`config.mk`:
```
export PLATFORM = sky130hd
export DESIGN_NAME = jet_cfg
export DESIGN_NICKNAME = d
export VERILOG_FILES = /design/src/rtl/jet_pkg.sv /design/src/rtl/jet_cfg.sv
export SDC_FILE = /design/constraint.sdc
export NUM_CORES = 1
export LEC_CHECK = 0
export BUFFER_PORTS_ARGS = -buffer_cell sky130_fd_sc_hd__clkbuf_2
export CELL_PAD_IN_SITES_DETAIL_PLACEMENT = 0
export CELL_PAD_IN_SITES_GLOBAL_PLACEMENT = 1
export CORE_MARGIN = 3
export CORE_UTILIZATION = 40
export CTS_CLUSTER_SIZE = 8
export DETAILED_ROUTE_END_ITERATION = 7
export PLACE_DENSITY = 0.87
export SYNTH_ARGS = -nofsm -noshare
export SYNTH_HDL_FRONTEND = slang
export SYNTH_SLANG_ARGS = --single-unit
export TNS_END_PERCENT = 100
```
`constraint.sdc`:
```
create_clock -name clk -period 2.6 [get_ports clk]
set_clock_uncertainty 0.1 [all_clocks]
set_input_delay 0.52 -clock clk [delete_from_list [all_inputs] [get_ports clk]]
set_output_delay 0.52 -clock clk [all_outputs]
set_load 0.02 [all_outputs]
```
`src/rtl/jet_pkg.sv`:
```
`default_nettype none

package jet_pkg;

  // Number format of all internal values: signed Q4.FRAC_BITS.
  localparam int FRAC_BITS    = 28;
  localparam int REG_FRAC     = 28;
  localparam int TEXTURE_SIZE = 512;

  localparam int VAL_W    = FRAC_BITS + 4;
  localparam int PROD_W   = 2 * VAL_W;
  localparam int REG_W    = 32;
  localparam int ZOOM_W   = 31;
  localparam int ITER_W   = 10;
  localparam int COORD_W  = 9;
  localparam int TEX_LOG2 = $clog2(TEXTURE_SIZE);
  localparam int HALF     = TEXTURE_SIZE / 2;
  localparam int STEP_W   = VAL_W - 1 - TEX_LOG2;
  localparam int DIFF_W   = ((COORD_W > TEX_LOG2) ? COORD_W : TEX_LOG2) + 1;
  localparam int START_W  = DIFF_W + STEP_W + 1;
  localparam int TRUNC_W  = PROD_W - FRAC_BITS;
  localparam int SAT_W    = (TRUNC_W > START_W) ? TRUNC_W : START_W;

  // Iteration loop depth; sequence tags must tell apart every pixel in the loop.
  localparam int RING_STAGES = 3;
  localparam int SEQ_W       = $clog2(RING_STAGES + 1);

  // Stream and register port widths.
  localparam int IN_BITS     = 2 * COORD_W;
  localparam int IN_TDATA_W  = ((IN_BITS + 7) / 8) * 8;
  localparam int OUT_BITS    = ITER_W + 2 * COORD_W;
  localparam int OUT_TDATA_W = ((OUT_BITS + 7) / 8) * 8;
  localparam int ADDR_W      = 4;
  localparam int REG_IDX_W   = ADDR_W - 2;

  localparam logic [REG_IDX_W-1:0] REG_CONST_RE   = REG_IDX_W'(0);
  localparam logic [REG_IDX_W-1:0] REG_CONST_IM   = REG_IDX_W'(1);
  localparam logic [REG_IDX_W-1:0] REG_ZOOM       = REG_IDX_W'(2);
  localparam logic [REG_IDX_W-1:0] REG_ITER_LIMIT = REG_IDX_W'(3);

  localparam logic [REG_W-1:0]  RST_CONST_RE   = REG_W'(402653184);
  localparam logic [REG_W-1:0]  RST_CONST_IM   = REG_W'(268435456);
  localparam logic [ZOOM_W-1:0] RST_ZOOM       = ZOOM_W'(1073741824);
  localparam logic [ITER_W-1:0] RST_ITER_LIMIT = ITER_W'(64);

  localparam logic signed [VAL_W-1:0] VAL_MAX = $signed({1'b0, {(VAL_W-1){1'b1}}});
  localparam logic signed [VAL_W-1:0] VAL_MIN = $signed({1'b1, {(VAL_W-1){1'b0}}});
  localparam logic signed [SAT_W-1:0] SAT_MAX =
    $signed({{(SAT_W-VAL_W+1){1'b0}}, {(VAL_W-1){1'b1}}});
  localparam logic signed [SAT_W-1:0] SAT_MIN =
    $signed({{(SAT_W-VAL_W+1){1'b1}}, {(VAL_W-1){1'b0}}});
  localparam logic [PROD_W-1:0] TRUNC_BIAS = (PROD_W'(1) << FRAC_BITS) - PROD_W'(1);
  localparam logic [VAL_W:0]    FOUR       = (VAL_W+1)'(4) << FRAC_BITS;

  typedef struct packed {
    logic signed [REG_W-1:0] const_re;
    logic signed [REG_W-1:0] const_im;
    logic [ZOOM_W-1:0]       zoom;
    logic [ITER_W-1:0]       iter_limit;
  } cfg_t;

  typedef struct packed {
    logic [COORD_W-1:0]      x;
    logic [COORD_W-1:0]      y;
    logic signed [VAL_W-1:0] zr;
    logic signed [VAL_W-1:0] zi;
  } map_item_t;

  typedef struct packed {
    logic [ITER_W-1:0]  iter_count;
    logic [COORD_W-1:0] x;
    logic [COORD_W-1:0] y;
  } res_item_t;

  function automatic logic signed [VAL_W-1:0] sat(input logic signed [SAT_W-1:0] v);
    if (v > SAT_MAX) begin
      return VAL_MAX;
    end else if (v < SAT_MIN) begin
      return VAL_MIN;
    end
    return VAL_W'(v);
  endfunction

  // Register value in Q4.REG_FRAC to the internal format; right shifts floor.
  function automatic logic signed [VAL_W-1:0] conv_reg(input logic signed [REG_W-1:0] v);
    logic signed [VAL_W+REG_W-1:0] w;
    w = (VAL_W+REG_W)'(v);
    if (FRAC_BITS >= REG_FRAC) begin
      w = w <<< (FRAC_BITS - REG_FRAC);
    end else begin
      w = w >>> (REG_FRAC - FRAC_BITS);
    end
    return VAL_W'(w);
  endfunction

  // Full product to the internal format: truncate toward zero, then saturate.
  function automatic logic signed [VAL_W-1:0] fmul_sat(input logic signed [PROD_W-1:0] p);
    logic signed [PROD_W-1:0] adj;
    adj = p[PROD_W-1] ? p + $signed(TRUNC_BIAS) : p;
    return sat(SAT_W'(adj >>> FRAC_BITS));
  endfunction

endpackage

`default_nettype wire

```
`src/rtl/jet_cfg.sv`:
```
`default_nettype none

module jet_cfg (
  input  wire logic                       clk,
  input  wire logic                       rst,
  input  wire logic                       psel,
  input  wire logic                       penable,
  input  wire logic                       pwrite,
  input  wire logic [jet_pkg::ADDR_W-1:0] paddr,
  input  wire logic [31:0]                pwdata,
  output logic      [31:0]                prdata,
  output logic                            pready,
  output jet_pkg::cfg_t                   cfg
);
  import jet_pkg::*;

  logic                 wr;
  logic [REG_IDX_W-1:0] idx;

  assign pready = 1'b1;
  assign wr     = psel && penable && pwrite && pready;
  assign idx    = paddr[ADDR_W-1:2];

  always_ff @(posedge clk) begin
    if (rst) begin
      cfg.const_re   <= RST_CONST_RE;
      cfg.const_im   <= RST_CONST_IM;
      cfg.zoom       <= RST_ZOOM;
      cfg.iter_limit <= RST_ITER_LIMIT;
    end else if (wr) begin
      case (idx)
        REG_CONST_RE:   cfg.const_re   <= pwdata[REG_W-1:0];
        REG_CONST_IM:   cfg.const_im   <= pwdata[REG_W-1:0];
        REG_ZOOM:       cfg.zoom       <= pwdata[ZOOM_W-1:0];
        REG_ITER_LIMIT: cfg.iter_limit <= pwdata[ITER_W-1:0];
        default: ;
      endcase
    end
  end

  always_comb begin
    case (idx)
      REG_CONST_RE:   prdata = cfg.const_re;
      REG_CONST_IM:   prdata = cfg.const_im;
      REG_ZOOM:       prdata = 32'(cfg.zoom);
      REG_ITER_LIMIT: prdata = 32'(cfg.iter_limit);
      default:        prdata = '0;
    endcase
  end

endmodule

`default_nettype wire

```
# Word-level counts from Yosys, hierarchy flattened
# Cells that the tools add are included.
dict set report totals {
  register_bits 105
  in_bits 41
  out_inout_bits 138
  wordCells 15
}
dict set report op_classes {
  eq_ne 3
  muxes 1
  reduce_logical 7
}
# op count
set op_table {}
lappend op_table {{one-hot mux 32 bit (4 select lines)} 1}
lappend op_table {{AND reduction 2 bit} 4}
lappend op_table {{equality test 2 bit (second input constant)} 2}
lappend op_table {{equality test 2 x 1 -> 1 bit (second input constant)} 1}
lappend op_table {{logical AND 1 bit} 2}
lappend op_table {{logical NOT 2 bit} 1}

# Depth between registers and ports, before layout
dict set report logic_depth {
  depth_word 3
  ltp_mapped 5
  ltp_nobuf 3
}

# Least setup slack after synthesis
# OpenSTA, ideal clock, no wires.
dict set report synth_timing {
  path_kind {input port to output port}
  start {input paddr[2] (netlist name)}
  end {output prdata[10]}
  arrival_time_ns 1.571
  required_ns 1.980
  slack_ns 0.409
  path_stages 5
  path_buffers 3
  path_cell_list {buf_6 > buf_6 > buf_6 > mux2i_1 > o21ai_0}
}
dict set report synth_between {
  elab_chain_len 2
  word_cells_on_any_way 5
  classes_between {eq/ne (3); mux (1); reduce/logical (1)}
}
# item line_no
set synth_lines {}
lappend synth_lines {{from (decl)} jet_cfg.sv:9} ;# input wire logic [jet_pkg::ADDR_W-1:0] paddr,
lappend synth_lines {{equality test 2 bit (tied with other cells)} jet_cfg.sv:42} ;# case (idx)
lappend synth_lines {{one-hot mux 32 bit (4 select lines) (*)} jet_cfg.sv:42}
lappend synth_lines {{to (decl)} jet_cfg.sv:11} ;# output logic [31:0] prdata,
# Every way passes the cells marked *; elsewhere a longest branch is shown, timed or not.

# Worst setup path after layout
dict set report layout_timing {
  start {input paddr[2] (netlist name)}
  end {output prdata[5]}
}
# The elaborated chain is that of the path after synthesis.

==> summary.txt <==
Critical path
  • Worst setup EP type: output pin
  • Critical Path AT: 1.68 ns
  • Worst path required time: just under 2 ns
  • Setup CP Type: in -> out
  • CP Launch Type: primary input
  • CP max FO: 13

Placed design
  • Placed instance area: about 6000 µm²
  • Port Buf Inserts: 175
  • DP Cell Count: 790
  • Final HPWL DP: 8.68 mm
  • Place WS: 0.272 ns
  • RePlAce Congestion: 0.786

Layout
  • Most common cell after layout, fill and taps aside: clkbuf_2
  • Biggest register: cfg
  • Max FFs per register: ~110
  • Multi-input combinational cell area: 2630 µm²
  • Area delta synth->final: 26.1%
  • Biggest regs: cfg (105)
  • Most frequent cells in the layout: 175 x clkbuf_2, 130 x nand2b_1, 126 x mux2i_1
  • Fill cells: approximately 1100
  • Share of layout cells above drive strength 1: between 30% and 40%
  • Antenna cells: 0
  • Reg area: 2100 µm²
  • Final std cells w/o fill: 806
  • Final net count: ~670
  • Final instance area: about 6300 µm²

STA
  • Tcrit/Tclk final: 88.6%
  • Final setup fails: 0
  • Worst Tran Pin Value: ~0.64 ns
  • Max-slew violation count: 0
  • Final worst slack: 0.296 ns
  • Slew headroom: 57.6%
  • Achievable clock frequency: about 430 MHz
  • Setup TNS: 0 ns
  • Unrepaired setup endpoints after global routing: false
  • Final hold vios: 0
  • Minimum clock period: between 2 and 2.5 ns

Clock network
  • CTS buffer count: 9
  • Clock latency at the later pin of the worst-skew pair: about 0.34 ns
  • TritonCTS clock tree: built
  • Hold-fix buffers, CTS: 0
  • Clock sink count: about 110
  • H-tree lvl count: 3
  • Post-cts gate resize count: 0
  • # Post-CTS Setup Buffers: 0
  • Clk buf depth: 2
  • Clock root cell: clkbuf_16
  • Clock-pin slew on the worst setup and hold paths: ~0.070 ns

Detailed routing
  • Antenna-violating nets left: 0
  • # DRC: 0
  • 1st-iter DRT viols: roughly 200
  • Pre-antenna DRT Iters: 4
  • Final wirelength: 12.5 mm
  • Vias per inst: just under 5
  • Wire per inst: roughly 15 µm
  • Via count: between 3000 and 4000

Synth
  • Netlist cell types: 21
  • Syn nets: slightly above 500
  • Post-synthesis cell count: 474
  • Register area share after synthesis: between 40% and 50%
  • Flip-flop and latch count after synthesis: 105
  • Share of the synthesized area in the top cell type: 42.3%
  • Top cells by area, synth: dfxtp_1 42%, mux2i_1 25%, nand2b_1 16%
  • Syn avg cell area: around 10 µm²
  • Yosys top cell by area: dfxtp_1
  • Yosys warning count: 0
  • Mapped Area: approximately 5000 µm²

Global routing
  • Total congestion overflow: 0
  • GRT Util Overall: between 10% and 20%
  • Pin count of the biggest net entering global routing: approximately 140
  • Number of global-route vias before repair: approximately 3900
  • First-pass GRT wire length: about 20 mm
  • Antenna violations before repair: 0

Floorplanning
  • Initial Util: between 40% and 50%
  • Io pins: roughly 180
  • Die X: ~120 µm
  • Die height: about 120 µm
  • Count of standard-cell rows: 40
  • Core ar.: 12100 µm²
  • Die area: ~14000 µm²

Pwr
  • Power Total: about 3300 µW
  • Pwr/cell area: 521 nW/µm²
  • Peak supply drop: 0.252 mV
  • Pleak: slightly above 0.003 µW

Worst hold path
  • Path category of the worst min-delay check: in -> reg

Job
  • MaxCap Viol Count: 0

Outcome
  • Status: finished, final reports clean
[report_power, final]
group	leakage [µW]	internal [µW]	total (µW)	switching [µW]
Sequential	0.000848	1630	1650	17.8
Clock	0.000136	710	1310	600
Combinational	0.00212	135	307	173
[cell usage after synthesis]
cell / n
nand2b_1: 130
mux2i_1: 126
dfxtp_1: 105
nand2_1: 22
o21ai_0: 21
clkbuf_1: 17
mux4_2: 10
nor2_1: 10
buf_4: 8
buf_6: 8
buf_2: 5
nand3_1: 3
a21bo_2: 1
a21oi_1: 1
and3_1: 1
conb_1: 1
nand3b_4: 1
nor2b_1: 1
nor3_4: 1
nor3b_2: 1
or3_1: 1
[area by class of cell]
type	instances	area share, %
Tap cell	168	3.35
Clock inverter	4	0.519
Sequential cell	105	33.5
Clock buffer	12	4.09
Multi-Input combinational cell	331	42.0
Timing Repair Buffer	186	16.5
[final timing paths]
path	from	end	slack, ns	cells past startpoint
max	paddr[2]	prdata[5]	0.30	4
min	pwdata[28]	cfg[38]$_SDFFE_PP0P_	0.33	3
max reg2reg	cfg[38]$_SDFFE_PP0P_	cfg[38]$_SDFFE_PP0P_	1.74	2
min reg2reg	cfg[77]$_SDFFE_PP0P_	cfg[77]$_SDFFE_PP0P_	0.39	2
[cell families (layout without fill, tap and decap cells)]
family	count (synthesis)	after routing	synth area share, %
AO/OA/AOI/OAI	23	23	2.42
flip-flops	105	105	42.3
multiplexers	136	136	29.9
other	1	1	0.0755
buffers and inverters	38	202	4.81
AND/OR/NAND/NOR	171	171	20.5
[critical path: stages]
cell and delay, ns:
clkbuf_2 0.25, buf_12 0.21, mux4_2 0.52, clkbuf_2 0.17
[layer usage]
layer,global-route usage (%),wire length [µm],vias to the layer above
met5,0,0,-
li1,-,-,1915
met3,3.23,641,14
met1,23.2,5730,1867
met2,29.6,5950,125
met4,6.01,171,0
[per-stage QoR]
| stage | hold WS (ns) | utilization [%] |
|---|---|---|
| floorplan | 0.455 | - |
| global placement | 0.368 | 49.6 |
| detailed placement | 0.382 | 49.6 |
| CTS | 0.324 | 52.0 |
| global route | 0.359 | 52.0 |
| finish | 0.334 | 52.0 |
(Power assumes the default switching activity.)
