`config.mk`:
```
export PLATFORM = sky130hd
export DESIGN_NAME = jet_map
export DESIGN_NICKNAME = d
export VERILOG_FILES = /design/src/rtl/jet_pkg.sv /design/src/rtl/jet_map.sv
export SDC_FILE = /design/constraint.sdc
export NUM_CORES = 1
export LEC_CHECK = 0
export BUFFER_PORTS_ARGS = -buffer_cell sky130_fd_sc_hd__buf_4
export CORE_MARGIN = 8
export CORE_UTILIZATION = 32
export DETAILED_ROUTE_END_ITERATION = 7
export HOLD_SLACK_MARGIN = 0.03
export SYNTH_ARGS = -nofsm -noshare
export SYNTH_HDL_FRONTEND = slang
export SYNTH_SLANG_ARGS = --single-unit
```
`constraint.sdc`:
```
create_clock -name clk -period 8.6 [get_ports clk]
set_clock_uncertainty 0.1 [all_clocks]
set_input_delay 1.29 -clock clk [delete_from_list [all_inputs] [get_ports clk]]
set_output_delay 1.29 -clock clk [all_outputs]
set_load 0.01 [all_outputs]
```
`src/rtl/jet_pkg.sv`:
```
`default_nettype none

package jet_pkg;

  // Number format of all internal values: signed Q4.FRAC_BITS.
  localparam int FRAC_BITS    = 28;
  localparam int REG_FRAC     = 28;
  localparam int TEXTURE_SIZE = 512;

  localparam int VAL_W    = FRAC_BITS + 4;
  localparam int PROD_W   = 2 * VAL_W;
  localparam int REG_W    = 32;
  localparam int ZOOM_W   = 31;
  localparam int ITER_W   = 10;
  localparam int COORD_W  = 9;
  localparam int TEX_LOG2 = $clog2(TEXTURE_SIZE);
  localparam int HALF     = TEXTURE_SIZE / 2;
  localparam int STEP_W   = VAL_W - 1 - TEX_LOG2;
  localparam int DIFF_W   = ((COORD_W > TEX_LOG2) ? COORD_W : TEX_LOG2) + 1;
  localparam int START_W  = DIFF_W + STEP_W + 1;
  localparam int TRUNC_W  = PROD_W - FRAC_BITS;
  localparam int SAT_W    = (TRUNC_W > START_W) ? TRUNC_W : START_W;

  // Iteration loop depth; sequence tags must tell apart every pixel in the loop.
  localparam int RING_STAGES = 3;
  localparam int SEQ_W       = $clog2(RING_STAGES + 1);

  // Stream and register port widths.
  localparam int IN_BITS     = 2 * COORD_W;
  localparam int IN_TDATA_W  = ((IN_BITS + 7) / 8) * 8;
  localparam int OUT_BITS    = ITER_W + 2 * COORD_W;
  localparam int OUT_TDATA_W = ((OUT_BITS + 7) / 8) * 8;
  localparam int ADDR_W      = 4;
  localparam int REG_IDX_W   = ADDR_W - 2;

  localparam logic [REG_IDX_W-1:0] REG_CONST_RE   = REG_IDX_W'(0);
  localparam logic [REG_IDX_W-1:0] REG_CONST_IM   = REG_IDX_W'(1);
  localparam logic [REG_IDX_W-1:0] REG_ZOOM       = REG_IDX_W'(2);
  localparam logic [REG_IDX_W-1:0] REG_ITER_LIMIT = REG_IDX_W'(3);

  localparam logic [REG_W-1:0]  RST_CONST_RE   = REG_W'(402653184);
  localparam logic [REG_W-1:0]  RST_CONST_IM   = REG_W'(268435456);
  localparam logic [ZOOM_W-1:0] RST_ZOOM       = ZOOM_W'(1073741824);
  localparam logic [ITER_W-1:0] RST_ITER_LIMIT = ITER_W'(64);

  localparam logic signed [VAL_W-1:0] VAL_MAX = $signed({1'b0, {(VAL_W-1){1'b1}}});
  localparam logic signed [VAL_W-1:0] VAL_MIN = $signed({1'b1, {(VAL_W-1){1'b0}}});
  localparam logic signed [SAT_W-1:0] SAT_MAX =
    $signed({{(SAT_W-VAL_W+1){1'b0}}, {(VAL_W-1){1'b1}}});
  localparam logic signed [SAT_W-1:0] SAT_MIN =
    $signed({{(SAT_W-VAL_W+1){1'b1}}, {(VAL_W-1){1'b0}}});
  localparam logic [PROD_W-1:0] TRUNC_BIAS = (PROD_W'(1) << FRAC_BITS) - PROD_W'(1);
  localparam logic [VAL_W:0]    FOUR       = (VAL_W+1)'(4) << FRAC_BITS;

  typedef struct packed {
    logic signed [REG_W-1:0] const_re;
    logic signed [REG_W-1:0] const_im;
    logic [ZOOM_W-1:0]       zoom;
    logic [ITER_W-1:0]       iter_limit;
  } cfg_t;

  typedef struct packed {
    logic [COORD_W-1:0]      x;
    logic [COORD_W-1:0]      y;
    logic signed [VAL_W-1:0] zr;
    logic signed [VAL_W-1:0] zi;
  } map_item_t;

  typedef struct packed {
    logic [ITER_W-1:0]  iter_count;
    logic [COORD_W-1:0] x;
    logic [COORD_W-1:0] y;
  } res_item_t;

  function automatic logic signed [VAL_W-1:0] sat(input logic signed [SAT_W-1:0] v);
    if (v > SAT_MAX) begin
      return VAL_MAX;
    end else if (v < SAT_MIN) begin
      return VAL_MIN;
    end
    return VAL_W'(v);
  endfunction

  // Register value in Q4.REG_FRAC to the internal format; right shifts floor.
  function automatic logic signed [VAL_W-1:0] conv_reg(input logic signed [REG_W-1:0] v);
    logic signed [VAL_W+REG_W-1:0] w;
    w = (VAL_W+REG_W)'(v);
    if (FRAC_BITS >= REG_FRAC) begin
      w = w <<< (FRAC_BITS - REG_FRAC);
    end else begin
      w = w >>> (REG_FRAC - FRAC_BITS);
    end
    return VAL_W'(w);
  endfunction

  // Full product to the internal format: truncate toward zero, then saturate.
  function automatic logic signed [VAL_W-1:0] fmul_sat(input logic signed [PROD_W-1:0] p);
    logic signed [PROD_W-1:0] adj;
    adj = p[PROD_W-1] ? p + $signed(TRUNC_BIAS) : p;
    return sat(SAT_W'(adj >>> FRAC_BITS));
  endfunction

endpackage

`default_nettype wire

```
`src/rtl/jet_map.sv`:
```
`default_nettype none

module jet_map (
  input  wire logic                           clk,
  input  wire logic                           rst,
  input  wire jet_pkg::cfg_t                  cfg,
  input  wire logic                           s_axis_tvalid,
  output logic                                s_axis_tready,
  input  wire logic [jet_pkg::IN_TDATA_W-1:0] s_axis_tdata,
  output logic                                map_valid,
  output jet_pkg::map_item_t                  map_item,
  input  wire logic                           map_ready
);
  import jet_pkg::*;

  logic signed [VAL_W-1:0] zoom_v;
  logic [STEP_W-1:0]       step;
  logic [COORD_W-1:0]      px;
  logic [COORD_W-1:0]      py;
  map_item_t               map_item_next;

  // Start coordinate (p - S/2) * step; the product is exact before saturation.
  function automatic logic signed [VAL_W-1:0] start_coord(input logic [COORD_W-1:0] p,
                                                          input logic [STEP_W-1:0] st);
    logic signed [DIFF_W-1:0]  d;
    logic signed [START_W-1:0] m;
    d = $signed(DIFF_W'(p)) - $signed(DIFF_W'(HALF));
    m = d * $signed({1'b0, st});
    return sat(SAT_W'(m));
  endfunction

  assign px     = s_axis_tdata[COORD_W-1:0];
  assign py     = s_axis_tdata[2*COORD_W-1:COORD_W];
  assign zoom_v = conv_reg($signed(REG_W'(cfg.zoom)));
  assign step   = zoom_v[VAL_W-2:TEX_LOG2];

  always_comb begin
    map_item_next.x  = px;
    map_item_next.y  = py;
    map_item_next.zr = start_coord(px, step);
    map_item_next.zi = start_coord(py, step);
  end

  assign s_axis_tready = !map_valid || map_ready;

  always_ff @(posedge clk) begin
    if (rst) begin
      map_valid <= 1'b0;
    end else if (s_axis_tready) begin
      map_valid <= s_axis_tvalid;
    end
  end

  always_ff @(posedge clk) begin
    if (s_axis_tvalid && s_axis_tready) begin
      map_item <= map_item_next;
    end
  end

endmodule

`default_nettype wire

```
# Yosys cells after proc, flatten, opt, wreduce, memory -nomap -nowiden
# Cells that the tools add are included.
[op_classes] addsub=2 n_mul=2 magnitude_cmp=4 n_mux=10 n_reduce_logical=3
[op_table] operator="32-bit two-way mux" n=6
[op_table] operator="33-bit by 32-bit > comparator with 1-bit output (second input constant)" n=2
[op_table] operator="33-bit by 32-bit less-than comparator with 1-bit output (second input constant)" n=2
[op_table] operator="10-bit by 23-bit multiplier with 33-bit output" n=2
[op_table] operator="9-bit by 9-bit subtractor with 10-bit output (second input constant)" n=2
[op_table] operator="1-bit two-way mux" n=4
[op_table] operator="1-bit logical AND" n=1
[op_table] operator="1-bit zero test" n=1
[op_table] operator="1-bit logical OR" n=1
[totals] ff_bits=83 in_bits=133 output_inout_bits=84 wordCells=26

# Longest topological paths before layout
[depth] word_depth=6 depth_mapped=24 ltp_nobuf=21

# Worst setup path before layout
# No wires, ideal clock.
[synth_path] path_kind="input -> register" startpoint="input port s_axis_tdata[17] in the netlist's numbering" endpoint="register map_item[15] in the netlist's numbering, data pin" setup_time_ps=180 arrival_time_ps=6864 required_ps=8320 setup_slack_ps=1456 stages=22 n_path_buf=2 cell_sequence="clkbuf_1 > clkbuf_1 > nor2b_1 > fa_1 > inv_1 > fa_1 > inv_1 > fa_1 > fa_1 > inv_1 > fa_1 > inv_1 > ha_1 > a21o_1 > a21o_1 > a21o_1 > a311o_1 > nor3_2 > nor2_2 > a211oi_4 > nor2_4 > o41ai_2"
[synth_rtl] item="start, declared" line_no="jet_map.sv:9" rtl="input wire logic [jet_pkg::IN_TDATA_W-1:0] s_axis_tdata,"
[synth_rtl] item="end signal, assigned" line_no="jet_map.sv:56" rtl="map_item <= map_item_next;"
[synth_rtl] item="end, declared" line_no="jet_map.sv:11" rtl="output jet_pkg::map_item_t map_item,"

==> summary.md <==
| Metric | Value |
|---|---|
| CTS Hold Bufs | 0 |
| Crit end category | flip-flop |
| Port Buffers | between 100 and 150 |
| Crit Path Class | input port to flip-flop |
| Pwr per Cell Area | 384.4 nW/um2 |
| Post-CTS Resized | 0 |
| Antenna Nets Post-Route | 0 |
| RSZ-0062 raised after global routing | false |
| Wirelength per Cell | 16.04 um |
| DR iter-0 viols | roughly 640 |
| Syn Nets | 2,632 |
| Hold path endpoint | map_valid |
| Layout cells sized above 1 | 0.09069 |
| CTS clk-pin slew, worst paths | 80 ps |
| Largest net degree at the start of global routing | 83 |
| Grt total ovfl | 0 |
| Setup violators final | 0 |
| Netlist cell types | 67 |
| CTS tree | built |
| Warnings, synthesis | 0 |
| Initial DRT Pass Iterations | 5 |
| Reg-to-Reg End | map_item[54] |
| Buf+Inv Stages, Crit Path | 6 |
| Vias/cell | 4.855 |
| Worst r2r path cells | 3 |
| Number of setup buffers added after CTS | 0 |
| Worst vdd ir | 0.2333 mV |
| P&R area growth vs syn | 10.05% |
| Synth Flop Type | edfxtp_1 |
| Core area | 55,950 um2 |
| Worst min-delay path category | flip-flop to flip-flop |
| Fraction of registers with async set/reset | 0 |
| Worst R2R Setup Slack | 6590 ps |
| Die area | between 60,000 and 70,000 um2 |
| Crit path DAT | 7710 ps |
| Relative slew slack | 0.2041 |
| Initial antenna violation count | 1 |
| Area leader, netlist | fa_1 |
| Hold Vio Cnt, Final | 0 |
| Largest cells by area after synthesis | fa_1, edfxtp_1, ha_1, inv_1, nand2_1 |
| WP data required | 8680 ps |
| Final Util | 0.3539 |
| Die height | 253.1 um |
| Setup ws final | roughly 970 ps |
| Crit path max-delay family | adder cells |
| Num CTS Buffers | 9 |
| Hold depth | 2 |
| Vias in the first global route | 14,490 |
| Worst path slowest cell | xnor2_1 |
| Period minus WS final | 7630 ps |
| Max-slew violations | 0 |
| Worst-Margin Slew | 1194 ps |
| Cell with the most instances after synthesis | inv_1 |
| Syn Area/Cell | ~9 um2 |
| Htree depth | 3 |
| Residual DRC | 0 |
| Site Rows | between 80 and 90 |
| Post-synthesis sequential area ratio | 0.1380 |
| Final Cell Area | between 15,000 and 20,000 um2 |
| Synthesis-stage register bit count | 83 |
| Mapped Area | 17,990 um2 |
| Clock root buffer | clkbuf_16 |
| Crit-path max cell delay | 770 ps |
| Gate Count Post-Synth | 2,001 |
| P_leak | 9.752 nW |
| Pre-CTS WS | about 570 ps |
| Minimum hold slack | 440.3 ps |
| Worst path cell trace | buf_4, nand2_1, fa_1, inv_1, fa_1, inv_1, fa_1, inv_1, fa_1, inv_1, fa_1, inv_1, ha_1, o211ai_1, a21oi_1, nor3b_1, o21a_1, nor3_1, o21bai_1, xnor2_1, nand2_1, o21ai_0 |
| Gpl congestion | roughly 0.80 |
| Post-Route WL | 45.05 mm |
| Final period util | 0.8872 |
| Initial Utilization | 0.3216 |
| Number of flops mapped to enable cells by yosys | 82 |
| Top-Level Pins | 217 |
| Placed cell area | 19,530 um2 |
| Longest Clk Path Bufs | 2 |
| Final TNS setup | 0 ps |
| Critical Path Fanout Max | 23 |
| Gr usage total | 0.1449 |
| Die Wd | 253.1 um |
| HPWL after DPL | 34.26 mm |
| Max cap viols | 0 |
| Clk sinks | 83 |
| Status | complete, no violations |
| CP startpoint kind | input port |
| Fmax | 131.1 MHz |
| Worst r2r src | map_valid |
| Area share of the largest cell type after synthesis | 0.3538 |
| Min-delay src | map_valid |
| Final net count | 2,677 |
| Post-synth top cells | inv_1, fa_1, nand2_1 |
| First-pass GRT wire length | 74.38 mm |
| Routed via count | 13,630 |
| Clock latency on the worst-skew pair | 390 ps |
==> placed cells by master, fill, tap and decap left out, types with 5 or more instances in the layout <==
master	n
clkinvlp_4	5
fa_1	318
nand3_1	24
o31ai_1	5
edfxtp_1	82
a211oi_1	9
and2_1	125
or2_2	17
and3_1	6
a21oi_1	91
nand2b_1	9
nor3_1	12
o21bai_1	10
xor2_1	22
buf_4	137
nand4_1	9
a21o_1	27
clkbuf_16	9
ha_1	180
nand2_1	286
nor2b_1	31
nor2_1	78
xnor2_1	28
o21a_1	9
o21ai_0	39
maj3_1	8
o211ai_1	5
inv_1	413
==> sequential cells by signal, indices dropped and copies added (netlist names) <==
signal,count
map_item,82
map_valid,1
==> cell type report <==
type                            count  area, um2
Fill cell                        5821      36150
Multi-Input combinational cell   1400      13510
Sequential cell                    83       2482
Inverter                          415       1558
Timing Repair Buffer              137       1028
Tap cell                          756      945.9
Clock buffer                       10      229.0
Clock inverter                      6      42.54
Antenna cell                        1      2.502
==> worst register-to-register path, cell delays in order (launching register included) <==
cell,delay (ps)
dfxtp_1,320
nand2b_1,110
and2_4,150
buf_4,870
==> per-layer routing <==
| layer | global-route usage | up-vias | part of all wire |
|---|---|---|---|
| met5 | 0 | - | 0 |
| met4 | 0.03830 | 0 | 0.016 |
| met3 | 0.02545 | 43 | 0.049 |
| met2 | 0.2502 | 305 | 0.50 |
| met1 | 0.1857 | 7039 | 0.43 |
| li1 | - | 6247 | - |
==> stage by stage <==
step	instances	power, mW
finish	2808	7.613
global placement	2791	7.163
CTS	2807	7.692
global route	2807	8.523
floorplan	2001	5.784
detailed placement	2791	7.232
==> logic make-up after synthesis <==
family                   share of synthesized area
AO/OA/AOI/OAI                              0.07913
buffers and inverters                       0.1112
flip-flops                                  0.1380
XOR/XNOR                                   0.02524
AND/OR/NAND/NOR                             0.1631
adder cells (fa/ha/maj)                     0.4834
==> where the power goes <==
group          total (mW)  switching [mW]  leakage (nW)  internal (mW)
sequential          0.814          0.0424         0.813          0.772
combinational        6.40            3.72          8.82           2.68
clock               0.403           0.207         0.117          0.196
==> worst max path at each step <==
stage	startpoint	endpoint	cells past startpoint
6_report	s_axis_tdata[1]	map_item[40]	22
5_1_grt	s_axis_tdata[8]	map_item[40]	22
4_1_cts	s_axis_tdata[1]	map_item[40]	22
3_5_place_dp	s_axis_tdata[1]	map_item[40]	22
3_3_place_gp	s_axis_tdata[1]	map_item[40]	22
2_1_floorplan	s_axis_tdata[17]	map_item[15]	22
(Power assumes the default switching activity.)
